===== src/hsva_pkg.sv =====
`default_nettype none
package hsva_pkg;

    localparam int PixelWidth = 8;
    localparam int HueWidth = 9;
    localparam int PctWidth = 8;
    localparam int CfgIndexWidth = 2;

    localparam logic [CfgIndexWidth-1:0] CFG_HUE_SHIFT = 2'd0;
    localparam logic [CfgIndexWidth-1:0] CFG_SAT_SHIFT = 2'd1;
    localparam logic [CfgIndexWidth-1:0] CFG_VAL_SHIFT = 2'd2;

    // Adjusted HSV triple handed from the forward half to the back half.
    typedef struct packed {
        logic [8:0] hue;   // 0..359
        logic [6:0] sat;   // 0..100
        logic [6:0] val;   // 0..100
    } hsv_t;

    typedef struct packed {
        logic [7:0] red;
        logic [7:0] green;
        logic [7:0] blue;
    } rgb_t;

    // floor(x / 255) for x < 25600, via reciprocal multiply.
    function automatic logic [6:0] div255(input logic [14:0] x);
        logic [31:0] prod;
        begin
            prod = 32'(x) * 32'd32897;  // ceil(2^23 / 255)
            div255 = prod[29:23];
        end
    endfunction

endpackage
`default_nettype wire


===== src/hsva_back.sv =====
`default_nettype none
// Adjusted HSV to RGB, four stages.
module hsva_back
    import hsva_pkg::*;
(
    input  wire logic aclk,
    input  wire logic en,
    input  wire hsv_t hsv,
    output rgb_t      rgb_reg
);
    // stage 1: sector, fraction, products of S
    logic [2:0]  sec_reg;
    logic [13:0] sf_reg, sg_reg, sp_reg;
    logic [6:0]  v1_reg;
    logic        gray_reg;
    logic [2:0]  sec;
    logic [5:0]  fr;
    always_comb begin
        priority if (hsv.hue >= 9'd300) sec = 3'd5;
        else if (hsv.hue >= 9'd240) sec = 3'd4;
        else if (hsv.hue >= 9'd180) sec = 3'd3;
        else if (hsv.hue >= 9'd120) sec = 3'd2;
        else if (hsv.hue >= 9'd60) sec = 3'd1;
        else sec = 3'd0;
        fr  = 6'(hsv.hue - 9'(sec) * 9'd60);
    end
    always_ff @(posedge aclk) begin
        if (en) begin
            sec_reg  <= sec;
            sf_reg   <= 14'd6000 - 14'(hsv.sat) * 14'(fr);
            sg_reg   <= 14'd6000 - 14'(hsv.sat) * 14'(6'd60 - fr);
            sp_reg   <= 14'd60 * 14'(7'd100 - hsv.sat);
            v1_reg   <= hsv.val;
            gray_reg <= hsv.sat == 7'd0;
        end
    end
    // stage 2: multiply by V (values < 600001)
    logic [19:0] nv_reg, nq_reg, nt_reg, np_reg;
    logic [2:0]  sec2_reg;
    logic        gray2_reg;
    logic [6:0]  v2_reg;
    always_ff @(posedge aclk) begin
        if (en) begin
            nv_reg    <= 20'(v1_reg) * 20'd6000;
            nq_reg    <= 20'(v1_reg) * 20'(sf_reg);
            nt_reg    <= 20'(v1_reg) * 20'(sg_reg);
            np_reg    <= 20'(v1_reg) * 20'(sp_reg);
            sec2_reg  <= sec_reg;
            gray2_reg <= gray_reg;
            v2_reg    <= v1_reg;
        end
    end
    // stage 3: select, scale by 255
    logic [19:0] cr, cg, cb;
    always_comb begin
        unique case (sec2_reg)
            3'd0: begin cr = nv_reg; cg = nt_reg; cb = np_reg; end
            3'd1: begin cr = nq_reg; cg = nv_reg; cb = np_reg; end
            3'd2: begin cr = np_reg; cg = nv_reg; cb = nt_reg; end
            3'd3: begin cr = np_reg; cg = nq_reg; cb = nv_reg; end
            3'd4: begin cr = nt_reg; cg = np_reg; cb = nv_reg; end
            default: begin cr = nv_reg; cg = np_reg; cb = nq_reg; end
        endcase
    end
    logic [27:0] sr_reg, sg2_reg, sb_reg;
    logic [14:0] gy_reg;
    logic        gray3_reg;
    always_ff @(posedge aclk) begin
        if (en) begin
            sr_reg    <= 28'(cr) * 28'd255;
            sg2_reg   <= 28'(cg) * 28'd255;
            sb_reg    <= 28'(cb) * 28'd255;
            gy_reg    <= 15'(v2_reg) * 15'd255;
            gray3_reg <= gray2_reg;
        end
    end
    // stage 4: divide by 600000 via reciprocal (x < 2^28), gray by 100
    function automatic logic [7:0] d600k(input logic [27:0] x);
        logic [63:0] p;
        logic [27:0] q;
        begin
            p = 64'(x) * 64'd469124962;  // ceil(2^48 / 600000)
            q = 28'(p >> 48);
            d600k = 8'(q);
        end
    endfunction
    always_ff @(posedge aclk) begin
        if (en) begin
            if (gray3_reg) begin
                rgb_reg.red   <= 8'((32'(gy_reg) * 32'd5243) >> 19);
                rgb_reg.green <= 8'((32'(gy_reg) * 32'd5243) >> 19);
                rgb_reg.blue  <= 8'((32'(gy_reg) * 32'd5243) >> 19);
            end else begin
                rgb_reg.red   <= d600k(sr_reg);
                rgb_reg.green <= d600k(sg2_reg);
                rgb_reg.blue  <= d600k(sb_reg);
            end
        end
    end
endmodule
`default_nettype wire

===== config.mk =====
export PLATFORM = sky130hd
export DESIGN_NAME = hsva_back
export DESIGN_NICKNAME = d
export VERILOG_FILES = /design/src/hsva_pkg.sv /design/src/hsva_back.sv
export SDC_FILE = /design/constraint.sdc
export NUM_CORES = 2
export LEC_CHECK = 0
export ABC_CLOCK_PERIOD_IN_PS = 17900
export BUFFER_PORTS_ARGS = -buffer_cell sky130_fd_sc_hd__buf_2
export CORE_MARGIN = 2
export CORE_UTILIZATION = 40
export DETAILED_ROUTE_END_ITERATION = 8
export SLEW_MARGIN = 0
export SYNTH_ARGS = -nofsm -noshare
export SYNTH_HDL_FRONTEND = slang
export SYNTH_SLANG_ARGS = --single-unit

===== constraint.sdc =====
create_clock -name aclk -period 17.9 [get_ports aclk]
set_input_delay 0 -clock aclk [delete_from_list [all_inputs] [get_ports aclk]]
set_output_delay 0 -clock aclk [all_outputs]
set_load 0.1 [all_outputs]

; Yosys cells after proc, flatten, opt, wreduce, memory -nomap -nowiden
; Cells that the tools add are included.
[totals]
regBits = 262
in_bits = 25
output_inout_bits = 24
word_cells = 66
[op_classes]
addsub = 5
mul = 16
order_cmp = 5
n_eq_ne = 4
mux = 9
reduce_logical = 6
[ops]
columns = operator, count
row1 = $pmux W20 S3, 3
row2 = $mul A28 B28 Y55 const B, 3
row3 = $mul A20 B8 Y28 const B, 3
row4 = $mul A7 B14 Y20, 2
row5 = $mul A15 B13 Y27 const B, 1
row6 = $mux W24, 1
row7 = $ge A9 B8 Y1 const B, 2
row8 = $mul A7 B12 Y18, 1
row9 = $mul A7 B9 Y16 const B, 1
row10 = $mul A7 B8 Y15 const B, 1
row11 = $mul A4 B14 Y12 const A, 1
row12 = $mul A8 B7 Y14, 1
row13 = $sub A13 B13 Y14 const A, 1
row14 = $sub A13 B14 Y14 const A, 1
row15 = $mul A7 B6 Y13, 1
row16 = $ge A9 B6 Y1 const B, 1
row17 = $ge A9 B7 Y1 const B, 1
row18 = $ge A9 B9 Y1 const B, 1
row19 = $mux W3, 3
row20 = $reduce_or A2 Y1, 4
row21 = $sub A7 B7 Y8 const A, 1
row22 = $logic_not A7 Y1, 1
row23 = $sub A6 B6 Y7 const A, 1
row24 = $eq A3 B2 Y1 const B, 2
row25 = 7 further kinds, 7

; Depth between registers and ports, before layout
[depth]
depth_word = 11
mapped_depth = 29
depth_no_buf = 28

; Worst setup path before layout
; No wires, ideal clock.
[synth_path]
path_kind = reg-to-reg
startpoint = register sec2_reg[0]
endpoint = register sb_reg[26] (data pin)
setup_time_ns = 0.262
arrival_ns = 6.145
t_required_ns = 17.638
setup_slack_ns = 11.492
stages_incl_launch_ff = 23
n_path_buf = 4
period_less_slack_ns = 6.408
path_cell_list = edfxtp_1 clkbuf_1 clkbuf_1 clkbuf_1 mux2i_1 a21oi_1 o21ai_0 fa_1 fa_1 fa_1 fa_1 inv_1 ha_1 buf_2 a21o_1 a21o_1 a21o_1 a21o_1 a211oi_2 a21boi_1 a211oi_2 a21oi_1 xor2_1
[synth_between]
elab_chain_cells = 4
word_cells_on_any_way = 9
classes_between = mul: 1 / eq/ne: 4 / mux: 1 / reduce/logical: 3
[synth_rtl]
columns = element, line
row1 = "start, declared", hsva_back.sv:39  ; logic [2:0] sec2_reg;
row2 = "start signal, assigned", hsva_back.sv:48  ; sec2_reg <= sec_reg;
row3 = $eq A3 B3 Y1 (tied with other cells), hsva_back.sv:56  ; unique case (sec2_reg)
row4 = $reduce_or A2 Y1 (no source line), --
row5 = $pmux W20 S3 *, hsva_back.sv:56
row6 = $mul A20 B8 Y28 *, hsva_back.sv:72  ; sb_reg <= 28'(cb) * 28'd255;
row7 = "end signal, assigned", hsva_back.sv:72
row8 = "end, declared", hsva_back.sv:65  ; logic [27:0] sr_reg, sg2_reg, sb_reg;
; Every way passes the cells marked *; elsewhere a longest branch is shown, timed or not.
; A chain may end at the register's enable or synchronous reset.

; Worst setup path in the final report
[layout_path]
startpoint = register sb_reg[3]
endpoint = register rgb_reg[6] in the netlist's numbering (data pin)
[layout_between]
elab_chain_cells = 2
[layout_rtl]
columns = element, line
row1 = $mul A28 B28 Y55, hsva_back.sv:82  ; p = 64'(x) * 64'd469124962;
row2 = $mux W24, hsva_back.sv:89  ; if (gray3_reg) begin
row3 = "end, declared", hsva_back.sv:9  ; output rgb_t rgb_reg
; Every way passes these cells.

==> run summary <==
largest net degree at the start of global routing - 91
Worst-Margin Slew - 1.33 ns
clk_lat worst skew - 0.62 ns
DR pass1 iterations - 5
most area-consuming cells after synthesis - fa_1 42%, ha_1 20%, inv_1 12%
most frequent CP cell - fa_1
area grow syn2layout - 6.27%
FILL cells - 17,900
setup_tns - 0 ns
Starting Density - 0.402
status - finished clean
ys async rst share - 0
synthesis warning total - 0
Final setup viols - 0
Clock Sinks - 257
remaining antenna violation count - 0
Fin. Hold Viols - 0
worst hold path class - input pin to flop
cts bufs inserted - 40
worst path cell trace - fa_1, fa_1, inv_1, fa_1, inv_1, fa_1, inv_1, fa_1, fa_1, inv_1, fa_1, ha_1, nand4_1, nor4_1, nand4_1, o21ai_1, a211oi_2, xor2_1, o21ai_0
Seq/Total Area, Yosys - 0.103
most common cell after layout, fill and taps aside - inv_1
Highest Clock Rate - 127 MHz
vias per std cell - 4.86
die area - 0.190 mm^2
total grt overflow - 0
post-synth top area cell - fa_1
Crit-path slowest cell - nor4_1
postcts setup bufs - 0
worst-case clock buffer depth - 3
Yosys reg bits - 257
Post-Syn Nets - 10,100
Max Cap Viol - 0
TritonCTS clock tree - yes
critical path class - flop to flop
detailed-route via count - 47,900
root buffer cell - clkbuf_16
critical path launch point type - flop
Cells after Synth - 7,301
Crit Path Max Fanout - 8
IO buf count - 48
routed wire length - 179,000 um
Worst EP required - 18.24 ns
critical path endpoint category - flop
post-DP HPWL - 160,000 um
most frequent cells in the layout - 2,313 x inv_1, 1,565 x fa_1, 1,210 x ha_1
fin crit period - 7.87 ns
Tot GR Track Use - 0.193
Clock transition at path regs - 0.05 ns
initial antenna violation count - 3
Max Slew Vio Count - 0
vias in the first global route - 52,000
synthesized cell area - 0.0746 mm^2
Die Wd - 436 um
post-synth top area share - 0.420
num rows - 158
gpl congestion - 0.990
Worst Path Arrival - 8.21 ns
Primary FF master, synth - edfxtp_1
DRC viols - 0
first-pass GRT wire length - 289,000 um
Critical Path Max Stage Delay - 1.05 ns
WL/cell - 18.1 um
core region area - 0.185 mm^2
unrepaired setup endpoints after global routing - false
Chip Height - 436 um
Ports - 49
share of cells above drive strength 1 - 0.0247
Synth cell types - 84
Nets - 10,100
initial detailed-routing violation count - 2,532
fin crit share - 0.440
relative slew slack - 0.104
synthesized area per cell - 10.2 um^2
number of synthesized flops with an enable pin - 257
final clock skew - 0.0300 ns
# H-tree levels - 2
number of diodes - 0
-- logic make-up after synthesis --
kind of cell,Yosys count,share of synthesized area
AOI/OAI and AO/OA,647,0.0574
xor gates and xnor gates,232,0.0272
adders and majority gates,2775,0.623
buffers and inverters,2392,0.120
DFF,257,0.103
muxes,76,0.0104
and+or+nand+nor,922,0.0584
-- layer usage --
layer / GRT usage / share of wire
met5: 0 / 0
met4: 0.0437 / 0.023
met3: 0.0202 / 0.039
met2: 0.325 / 0.48
met1: 0.269 / 0.46
-- layout make-up --
type	count	area (um^2)	area share
Clock buffer	48	1030	0.0130
Clock inverter	23	273	0.00344
Inverter	2313	8680	0.109
Multi-Input combinational cell	4652	57900	0.730
Sequential cell	257	7720	0.0973
Tap cell	2480	3100	0.0391
Timing Repair Buffer	85	568	0.00716
-- cell usage after synthesis (10+ instances only) --
library cell,instances
a211oi_1,36
a21o_1,68
a21oi_1,194
a22oi_1,18
a31oi_1,13
and2_1,110
and3_1,23
clkbuf_1,68
edfxtp_1,257
fa_1,1565
ha_1,1210
inv_1,2313
mux2_2,15
mux2i_1,61
nand2_1,368
nand2b_1,41
nand3_1,69
nand4_1,24
nor2_1,154
nor2b_1,37
nor3_1,47
o211ai_1,18
o21a_1,25
o21ai_0,135
o21bai_1,30
o31ai_1,10
or3_1,18
xnor2_1,177
xor2_1,55
-- repair_timing --
| action | in CTS | in global routing |
|---|---|---|
| gates resized for setup | 0 | 0 |
| hold buffers | 16 | 0 |
| hold endpoints to repair | 80 | 0 |
-- worst max-delay path, delay by kind of cell, from the launching register on --
kind | cells | cell delay, ns
adders and majority gates | 8 | 3.95
and+or+nand+nor | 3 | 1.43
AOI/OAI and AO/OA | 3 | 0.90
DFF | 1 | 0.61
xor gates and xnor gates | 1 | 0.49
buffers and inverters | 4 | 0.23
-- final timing paths --
kind | start | to | slack [ns] | cells after the start
max reg2reg | sb_reg[3]$_DFFE_PP_ | rgb_reg[6]$_DFFE_PP_ | 10.03 | 19
min | hsv[13] | gray_reg$_DFFE_PP_ | 0.05 | 3
min reg2reg | sec_reg[2]$_DFFE_PP_ | sec2_reg[2]$_DFFE_PP_ | 0.42 | 0
max | sb_reg[3]$_DFFE_PP_ | rgb_reg[6]$_DFFE_PP_ | 10.03 | 19
-- metrics by stage --
stage	hold slack (ns)	instance area, um^2	instances	utilization	worst slack (ns)
5_1_grt	0.0862	79300	9858	0.428	9.81
6_report	0.0499	79300	9858	0.428	10.03
3_5_place_dp	0.179	77800	9771	0.420	9.92
3_3_place_gp	0.183	77800	9771	0.420	9.99
4_1_cts	0.0118	79300	9858	0.428	9.92
2_1_floorplan	0.0989	74600	7301	-	11.49
Power is left out: the tool's default activity adds up to more than one toggle a clock period on the data nets, which glitch-free logic cannot reach.
