===== config.mk =====
export PLATFORM = sky130hd
export DESIGN_NAME = hsva_forward
export DESIGN_NICKNAME = d
export VERILOG_FILES = /design/src/hsva_pkg.sv /design/src/hsva_divider.sv /design/src/hsva_forward.sv
export SDC_FILE = /design/constraint.sdc
export NUM_CORES = 1
export LEC_CHECK = 0
export BUFFER_PORTS_ARGS = -buffer_cell sky130_fd_sc_hd__buf_4
export CORE_MARGIN = 2
export CORE_UTILIZATION = 50
export DETAILED_ROUTE_END_ITERATION = 8
export PLACE_DENSITY = 0.69
export SETUP_SLACK_MARGIN = 0.05
export SLEW_MARGIN = 20
export SYNTH_ARGS = -nofsm -noshare
export SYNTH_HDL_FRONTEND = slang
export SYNTH_SLANG_ARGS = --single-unit

===== constraint.sdc =====
create_clock -name aclk -period 9.2 [get_ports aclk]
set_input_delay 0.46 -clock aclk [delete_from_list [all_inputs] [get_ports aclk]]
set_output_delay 0.46 -clock aclk [all_outputs]
set_load 0.02 [all_outputs]

===== src/hsva_pkg.sv =====
`default_nettype none
package hsva_pkg;

    localparam int PixelWidth = 8;
    localparam int HueWidth = 9;
    localparam int PctWidth = 8;
    localparam int CfgIndexWidth = 2;

    localparam logic [CfgIndexWidth-1:0] CFG_HUE_SHIFT = 2'd0;
    localparam logic [CfgIndexWidth-1:0] CFG_SAT_SHIFT = 2'd1;
    localparam logic [CfgIndexWidth-1:0] CFG_VAL_SHIFT = 2'd2;

    // Adjusted HSV triple handed from the forward half to the back half.
    typedef struct packed {
        logic [8:0] hue;   // 0..359
        logic [6:0] sat;   // 0..100
        logic [6:0] val;   // 0..100
    } hsv_t;

    typedef struct packed {
        logic [7:0] red;
        logic [7:0] green;
        logic [7:0] blue;
    } rgb_t;

    // floor(x / 255) for x < 25600, via reciprocal multiply.
    function automatic logic [6:0] div255(input logic [14:0] x);
        logic [31:0] prod;
        begin
            prod = 32'(x) * 32'd32897;  // ceil(2^23 / 255)
            div255 = prod[29:23];
        end
    endfunction

endpackage
`default_nettype wire


===== src/hsva_divider.sv =====
`default_nettype none
// Pipelined restoring divider: quotient of num / den, QW bits, one bit per stage.
// Carries a side payload along.
module hsva_divider
    import hsva_pkg::*;
#(
    parameter int NW = 16,
    parameter int DW = 8,
    parameter int QW = 8,
    parameter int PW = 8
) (
    input  wire logic          aclk,
    input  wire logic          en,
    input  wire logic [NW-1:0] num,
    input  wire logic [DW-1:0] den,
    input  wire logic [PW-1:0] side_in,
    output logic      [QW-1:0] quo,
    output logic      [PW-1:0] side_out
);
    logic [NW-1:0] rem_reg  [QW+1];
    logic [DW-1:0] den_reg  [QW+1];
    logic [QW-1:0] q_reg    [QW+1];
    logic [PW-1:0] side_reg [QW+1];

    always_comb begin
        rem_reg[0]  = num;
        den_reg[0]  = den;
        q_reg[0]    = '0;
        side_reg[0] = side_in;
    end

    for (genvar k = 0; k < QW; k++) begin : g_stage
        localparam int Sh = QW - 1 - k;
        logic [NW+QW-1:0] trial;
        logic             take;
        always_comb begin
            trial = (NW+QW)'(den_reg[k]) << Sh;
            take  = (NW+QW)'(rem_reg[k]) >= trial;
        end
        always_ff @(posedge aclk) begin
            if (en) begin
                rem_reg[k+1]  <= take ? NW'((NW+QW)'(rem_reg[k]) - trial) : rem_reg[k];
                den_reg[k+1]  <= den_reg[k];
                q_reg[k+1]    <= q_reg[k] | (QW'(take) << Sh);
                side_reg[k+1] <= side_reg[k];
            end
        end
    end

    assign quo      = q_reg[QW];
    assign side_out = side_reg[QW];
endmodule
`default_nettype wire


===== src/hsva_forward.sv =====
`default_nettype none
// RGB to adjusted HSV. Stage 0 finds max/min, dividers run, final stage adjusts.
module hsva_forward
    import hsva_pkg::*;
(
    input  wire logic              aclk,
    input  wire logic              en,
    input  wire rgb_t              pix,
    input  wire logic signed [8:0] hue_shift,
    input  wire logic signed [7:0] sat_shift,
    input  wire logic signed [7:0] val_shift,
    output hsv_t                   hsv_reg
);
    localparam int Lat = 9;  // stage 0, the divider stages and the adjust stage
    logic [7:0] mx, mn, dl;
    logic [1:0] sel;
    logic [7:0] hnum;
    logic       hneg;
    always_comb begin
        mx = pix.red;
        mn = pix.red;
        if (pix.green > mx) mx = pix.green;
        if (pix.blue > mx) mx = pix.blue;
        if (pix.green < mn) mn = pix.green;
        if (pix.blue < mn) mn = pix.blue;
        dl = mx - mn;
        hneg = 1'b0;
        if (mx == pix.red) begin
            sel = 2'd0;
            hneg = pix.green < pix.blue;
            hnum = hneg ? pix.blue - pix.green : pix.green - pix.blue;
        end else if (mx == pix.green) begin
            sel = 2'd1;
            hneg = pix.blue < pix.red;
            hnum = hneg ? pix.red - pix.blue : pix.blue - pix.red;
        end else begin
            sel = 2'd2;
            hneg = pix.red < pix.green;
            hnum = hneg ? pix.green - pix.red : pix.red - pix.green;
        end
    end

    logic [13:0] hn_reg;
    logic [14:0] sn_reg;
    logic [7:0]  dl_reg, mx_reg;
    logic [1:0]  sel_reg;
    logic        neg_reg;
    logic [6:0]  v_reg;
    always_ff @(posedge aclk) begin
        if (en) begin
            // green and blue sectors floor the whole sum: round the negative
            // offset's magnitude up so the quotient comes out floored
            hn_reg  <= 14'(hnum) * 14'd60 +
                       ((hneg && sel != 2'd0) ? 14'(dl) - 14'd1 : 14'd0);
            sn_reg  <= 15'(dl) * 15'd100;
            dl_reg  <= (dl == 8'd0) ? 8'd1 : dl;
            mx_reg  <= (mx == 8'd0) ? 8'd1 : mx;
            sel_reg <= (dl == 8'd0) ? 2'd0 : sel;
            neg_reg <= hneg;
            v_reg   <= div255(15'(mx) * 15'd100);
        end
    end

    // |h| fraction is at most 60 per sector: 6 bits
    logic [5:0] hq;
    logic [6:0] sq;
    logic [10:0] side_h, side_s;
    hsva_divider #(.NW(14), .DW(8), .QW(6), .PW(11)) u_hdiv (
        .aclk, .en, .num(hn_reg), .den(dl_reg),
        .side_in({sel_reg, neg_reg, 1'b0, v_reg}), .quo(hq), .side_out(side_h)
    );
    hsva_divider #(.NW(15), .DW(8), .QW(7), .PW(11)) u_sdiv (
        .aclk, .en, .num(sn_reg), .den(mx_reg),
        .side_in('0), .quo(sq), .side_out(side_s)
    );
    // equalize: hue path is one stage shorter
    logic [5:0]  hq_d;
    logic [10:0] sh_d;
    always_ff @(posedge aclk) begin
        if (en) begin
            hq_d <= hq;
            sh_d <= side_h;
        end
    end

    logic signed [11:0] h, hsum;
    logic signed [8:0]  ssum, vsum;
    logic [9:0] hw;
    always_comb begin
        h = sh_d[8] ? -12'(hq_d) : 12'(hq_d);
        if (sh_d[10:9] == 2'd1) h = h + 12'sd120;
        if (sh_d[10:9] == 2'd2) h = h + 12'sd240;
        hsum = h + 12'(hue_shift) + 12'sd360;
        if (hsum >= 12'sd720) hsum = hsum - 12'sd720;
        else if (hsum >= 12'sd360) hsum = hsum - 12'sd360;
        if (hsum < 12'sd0) hsum = hsum + 12'sd360;
        hw = hsum[9:0];
        ssum = 9'(sq) + 9'(sat_shift);
        vsum = 9'(sh_d[6:0]) + 9'(val_shift);
    end
    always_ff @(posedge aclk) begin
        if (en) begin
            hsv_reg.hue <= hw[8:0];
            hsv_reg.sat <= ssum < 0 ? 7'd0 : (ssum > 9'sd100 ? 7'd100 : ssum[6:0]);
            hsv_reg.val <= vsum < 0 ? 7'd0 : (vsum > 9'sd100 ? 7'd100 : vsum[6:0]);
        end
    end
    logic unused;
    assign unused = ^side_s;
endmodule
`default_nettype wire


---- Word-level counts from Yosys, hierarchy flattened ----
Cells that the tools add are included.
operators by class
  equality and inequality tests ........... 4
  add/sub/neg operators ................... 30
  bitwise operators ....................... 11
  reduce and logical (&&, ||, !) cells .... 6
  magnitude comparators ................... 27
  multiply operators ...................... 4
  muxes and demuxes ....................... 33
operators by type and width
  kind                                                                   number
  15-bit two-way mux                                                     6
  14-bit two-way mux                                                     6
  8-bit two-way mux                                                      9
  12-bit two-way mux                                                     5
  8-bit subtractor                                                       7
  8-bit < comparator                                                     5
  13-bit by 16-bit multiplier with 28-bit output, second input constant  1
  8-bit by 5-bit multiplier with 13-bit output, second input constant    2
  8-bit by 8-bit adder with 9-bit output                                 2
  9-bit by 8-bit > comparator with 1-bit output, second input constant   2
  9-bit by 1-bit < comparator with 1-bit output, second input constant   2
  8-bit == test                                                          2
  8-bit > comparator                                                     2
  8-bit logical NOT                                                      2
  15-bit by 10-bit greater-or-equal comparator with 1-bit output         1
  15-bit by 11-bit greater-or-equal comparator with 1-bit output         1
  15-bit by 12-bit greater-or-equal comparator with 1-bit output         1
  15-bit by 13-bit greater-or-equal comparator with 1-bit output         1
  15-bit by 14-bit greater-or-equal comparator with 1-bit output         1
  15-bit by 8-bit greater-or-equal comparator with 1-bit output          1
  15-bit by 9-bit greater-or-equal comparator with 1-bit output          1
  15-bit by 10-bit subtractor with 15-bit output                         1
  15-bit by 11-bit subtractor with 15-bit output                         1
  15-bit by 12-bit subtractor with 15-bit output                         1
  48 further kinds                                                       52
word-level totals
  word-level logic and storage cells ...... 171
  input port bits ......................... 51
  output and inout bits ................... 23
  flip-flop bits (word level) ............. 474

---- Longest topological paths before layout ----
  depth after elaboration ................. 13
  mapped depth ............................ 49
  mapped depth without buffers ............ 48

---- By module ----
Synthesis repeated with hierarchy kept, for this count alone.
unflattened totals
  cells, all modules ...................... 2,706
  area, all modules ....................... 31,838.0 um2
modules (own cells, without submodules)
  module                 seq. area each (um2)  cells each  area each (um2)  times used
  hsva_forward           2,762.6               1,273       11,947.7         1
  hsva_divider (u_sdiv)  7,297.0               795         10,929.2         1
  hsva_divider (u_hdiv)  5,915.7               638         8,961.1          1

---- Worst setup path after synthesis ----
No wires, ideal clock.
  path type ............................... input to register
  start ................................... input port pix[8] (netlist bit)
  end ..................................... register, netlist name v_reg[5]
  stages on the path ...................... 48
  slack ................................... 0.423 ns
  arrival ................................. 8.507 ns
  library setup time ...................... 0.270 ns
  required time ........................... 8.931 ns
  path buffers ............................ 1
  path through ............................ inv_1 > ha_1 > inv_1 > fa_1 > nand3_1 > a21oi_2 > nor2_1 > nor2b_1 > nor2_1 > a21oi_1 > ha_1 > a21oi_1 > nor2b_1 > o21ai_0 > nand2b_1 > a311oi_1 > o31a_1 > buf_2 > [12 not listed] > o21bai_1 > a21o_1 > a21oi_1 > xnor2_1 > ha_1 > ha_1 > ha_1 > ha_1 > a21oi_1 > nor2_1 > o21ai_0 > nand2b_1 > a21oi_1 > o21ai_0 > a41o_1 > a21oi_2 > nor3b_1 > xor2_1
on the way
  longest elaborated chain between the ends .. 6
ends and longest elaborated chain
  what                                                line                RTL
  start: declaration                                  hsva_forward.sv:8   input wire rgb_t pix,
  8-bit > comparator                                  hsva_forward.sv:22  if (pix.green > mx) mx = pix.green;
  8-bit two-way mux (*)                               hsva_forward.sv:22
  8-bit > comparator                                  hsva_forward.sv:23  if (pix.blue > mx) mx = pix.blue;
  8-bit two-way mux (*)                               hsva_forward.sv:23
  via mx[3]                                           hsva_forward.sv:15  logic [7:0] mx, mn, dl;
  8-bit by 5-bit multiplier with 13-bit output (*)    hsva_forward.sv:60  v_reg <= div255(15'(mx) * 15'd100);
  13-bit by 16-bit multiplier with 28-bit output (*)  hsva_pkg.sv:30      prod = 32'(x) * 32'd32897;
Mark *: on every way through the listed nets, which the timed path passes. The rest lies on a longest branch.
A chain may end at the register's enable or synchronous reset.

---- Worst setup path in the final report ----
  start ................................... input port pix[8] (netlist bit)
  end ..................................... register, netlist name v_reg[5]
on the way
  longest elaborated chain between the ends .. 6
ends and longest elaborated chain
  what                                                line
  8-bit > comparator                                  hsva_forward.sv:22
  8-bit two-way mux (*)                               hsva_forward.sv:22
  8-bit > comparator                                  hsva_forward.sv:23
  8-bit two-way mux (*)                               hsva_forward.sv:23
  via mx[3]                                           hsva_forward.sv:15
  8-bit by 5-bit multiplier with 13-bit output (*)    hsva_forward.sv:60
  13-bit by 16-bit multiplier with 28-bit output (*)  hsva_pkg.sv:30
Marked as above.

==> metrics.md <==
| Metric | Value |
|---|---|
| FF-to-FF setup slack | 2910 ps |
| CTS Hold Bufs | 0 |
| IO buf count | 73 |
| Most frequent cell after synthesis | edfxtp_1 |
| Share of cells above drive strength 1 | 9.10% |
| CP Launch Point | pix[8] |
| CP endpoint kind | flop |
| First-pass GRT wire length | 88800 µm |
| Syn-to-layout area delta | 10.9% |
| Die area | 58100 µm² |
| Sum of negative setup slack | 0 ps |
| R2R Path End | hsv_reg[21] |
| Clock root cell | clkbuf_16 |
| Largest fanout on the critical path | 10 |
| VDD IR max | 0.313 mV |
| Slew Viols, Final | 0 |
| Outcome | finished clean |
| Rel. slew slack | 30.3% |
| Worst hold path class | in2reg |
| Yosys reg bits | around 440 |
| Startpoint Class | input pin |
| Syn nets | 2946 |
| First DRT Iteration DRCs | 786 |
| CTS tree | done |
| Critical path's slowest cell | fa_1 |
| Cell count after synthesis | 2515 |
| GR Overflow Total | 0 |
| Initial Util | 50.8% |
| Yosys top cell area share | 46.8% |
| Top cell by count, worst path | ha_1 |
| CP Data Required Time | 9490 ps |
| GRT Resource Usage Total | 18.9% |
| Max Clk Rate | 118 MHz |
| Critical Path AT | about 8800 ps |
| RSZ-0062 raised after global routing | no |
| # nets final | 3074 |
| Antenna violations before repair | 0 |
| Placed cell area | ~30000 µm² |
| FILL cells | 4578 |
| H-tree level count | 2 |
| Number of clock sinks | 438 |
| Largest net degree at the start of global routing | 159 |
| Total CTS buffers | 43 |
| Vias in the first global route | 18700 |
| GRT met3 Usage | a little over 2% |
| Drt first pass iters | 5 |
| Final Cycle Share | 92.4% |
| Max stage delay on crit path | 510 ps |
| Yosys warns | 0 |
| Commonest cells in the netlist | edfxtp_1 (438), ha_1 (341), inv_1 (310) |
| Worst skew pair latency | 560 ps |
| Post-route DRC violation count | 0 |
| Clock buffer depth | 3 |
| Routed wire length | 53900 µm |
| Synth top area cells | edfxtp_1 (47%), ha_1 (15%), inv_1 (4.1%), xnor2_1 (3.7%), fa_1 (2.8%) |
| Hold path start | hue_shift[0] |
| Reg2Reg Depth | 22 |
| Critical path type | in2reg |
| Mapped cell area | around 28000 µm² |
| Leak | 13.4 nW |
| Core area | 55300 µm² |
| Setup-failing EPs final | 0 |
| Number of synthesized flops with an enable pin | 438 |
| ANT nets after route | 0 |
| Die H | approximately 240 µm |
| Area leader, netlist | edfxtp_1 |
| DR vias/cell | between 5 and 6 |
| Avg Inst Size Synth | about 11 µm² |
| Number of diodes | 0 |
| Worst hold stages | 2 |
| Max Cap Viol | 0 |
| I/O pin cnt | 74 |
| Final Hold Fails | 0 |
| End of the worst hold path | hsv_reg[14] |
| CTS clk-pin slew, worst paths | roughly 60 ps |
| Busiest grt layer | met2 |
| Post-route cell area | 31200 µm² |
| Transition time of the tightest slew-check pin | ~1000 ps |
| Met2 Use GR | a little over a third |
| Met1 Use GR | 21.6% |
| Prevailing post-synth register cell | edfxtp_1 |
| P per Cell Area | 383 nW/µm² |
| Worst Skew | 19.4 ps |
| Number of flip-flops under the largest register name | 79 |
| Tmin final | 8500 ps |
| Register area share after synthesis | 46.8% |
| Netlist cell types | 91 |
| WL per Instance | 15.8 µm |
| Post-DP HPWL | around 42000 µm |
| Reg-to-reg startpoint | hq_d[0] |
| Die width | 241 µm |
| GP Congestion | 0.930 |
| Asr flop ratio synth | 0% |
| Vias | between 15000 and 20000 |
| Row count | 86 |
==> cell families after synthesis <==
group	count (synthesis)	synth area share (%)
xor+xnor	194	6.07
compound gates	509	11.6
simple gates	576	10.2
mux	69	2.60
flops	438	46.8
buf+inv	348	4.72
fa+ha+maj	381	18.0
==> report_power, final <==
part           internal, mW  total (mW)  switching (mW)
sequential             3.22        3.50           0.286
combinational          3.06        6.77            3.71
clock                 0.959        1.67           0.712
==> cell type report <==
| type | instances | area [µm²] | area share (%) |
|---|---|---|---|
| multi-input cells | 1729 | 13600 | 43.8 |
| flip-flops and latches | 438 | 13200 | 42.2 |
| inverters | 310 | 1160 | 3.73 |
| clock buffers | 48 | 1120 | 3.58 |
| repair buffers | 121 | 941 | 3.02 |
| well taps | 748 | 936 | 3.00 |
| clock inverters | 24 | 224 | 0.718 |
==> timing repair <==
action / 4_1_cts / 5_1_grt
hold endpoints to repair: 0 / 0
endpoints found under the setup margin: 0 / 5
gates resized for setup: 0 / 4
setup buffers: 0 / 4
==> through the flow <==
stage / total power [mW] / std cells / util [%] / worst slack (ps) / hold WS, ps
after floorplan: 8.72 / 2515 / - / 423 / 400
after global placement: 10.0 / 3342 / 53.9 / 296 / 400
after detailed placement: 10.3 / 3342 / 53.9 / 49.5 / 405
after CTS: 12.0 / 3414 / 56.3 / 614 / 205
after global routing: 13.1 / 3418 / 56.4 / 94.7 / 215
final: 11.9 / 3418 / 56.4 / 698 / 233
==> worst max-delay path by stage <==
| stage | to | slack [ps] | cells past startpoint |
|---|---|---|---|
| 2_1_floorplan | v_reg[5] | 420 | 48 |
| 3_3_place_gp | v_reg[5] | 300 | 45 |
| 3_5_place_dp | v_reg[5] | 50 | 46 |
| 4_1_cts | v_reg[5] | 610 | 46 |
| 5_1_grt | v_reg[5] | 90 | 48 |
| 6_report | v_reg[5] | 700 | 45 |
==> layer usage <==
layer | vias up | wire length [µm]
met5 | - | 0
met4 | 0 | 2310
met3 | 140 | 1670
met2 | 352 | 27500
met1 | 8568 | 22500
li1 | 9225 | -
==> cells in the final DEF, fill, tap and decap left out, types with 29 or more instances in the layout <==
| cell | instances |
|---|---|
| edfxtp_1 | 438 |
| ha_1 | 341 |
| inv_1 | 309 |
| nor2_1 | 156 |
| a21oi_1 | 154 |
| nand2_1 | 154 |
| o21ai_0 | 128 |
| xnor2_1 | 120 |
| buf_4 | 118 |
| xor2_1 | 73 |
| a21o_1 | 53 |
| nand2b_1 | 47 |
| mux2i_1 | 46 |
| clkbuf_16 | 44 |
| fa_1 | 39 |
| nor2b_1 | 38 |
| nor3_1 | 34 |
| o21bai_1 | 29 |
==> critical path: cells and delay by family <==
kind / cells / cell delay, ps
xor+xnor: 2 / 310
fa+ha+maj: 11 / 3030
simple gates: 8 / 1060
mux: 1 / 280
buf+inv: 6 / 560
compound gates: 17 / 3090
No activity file was read; power rests on OpenSTA's default activity.
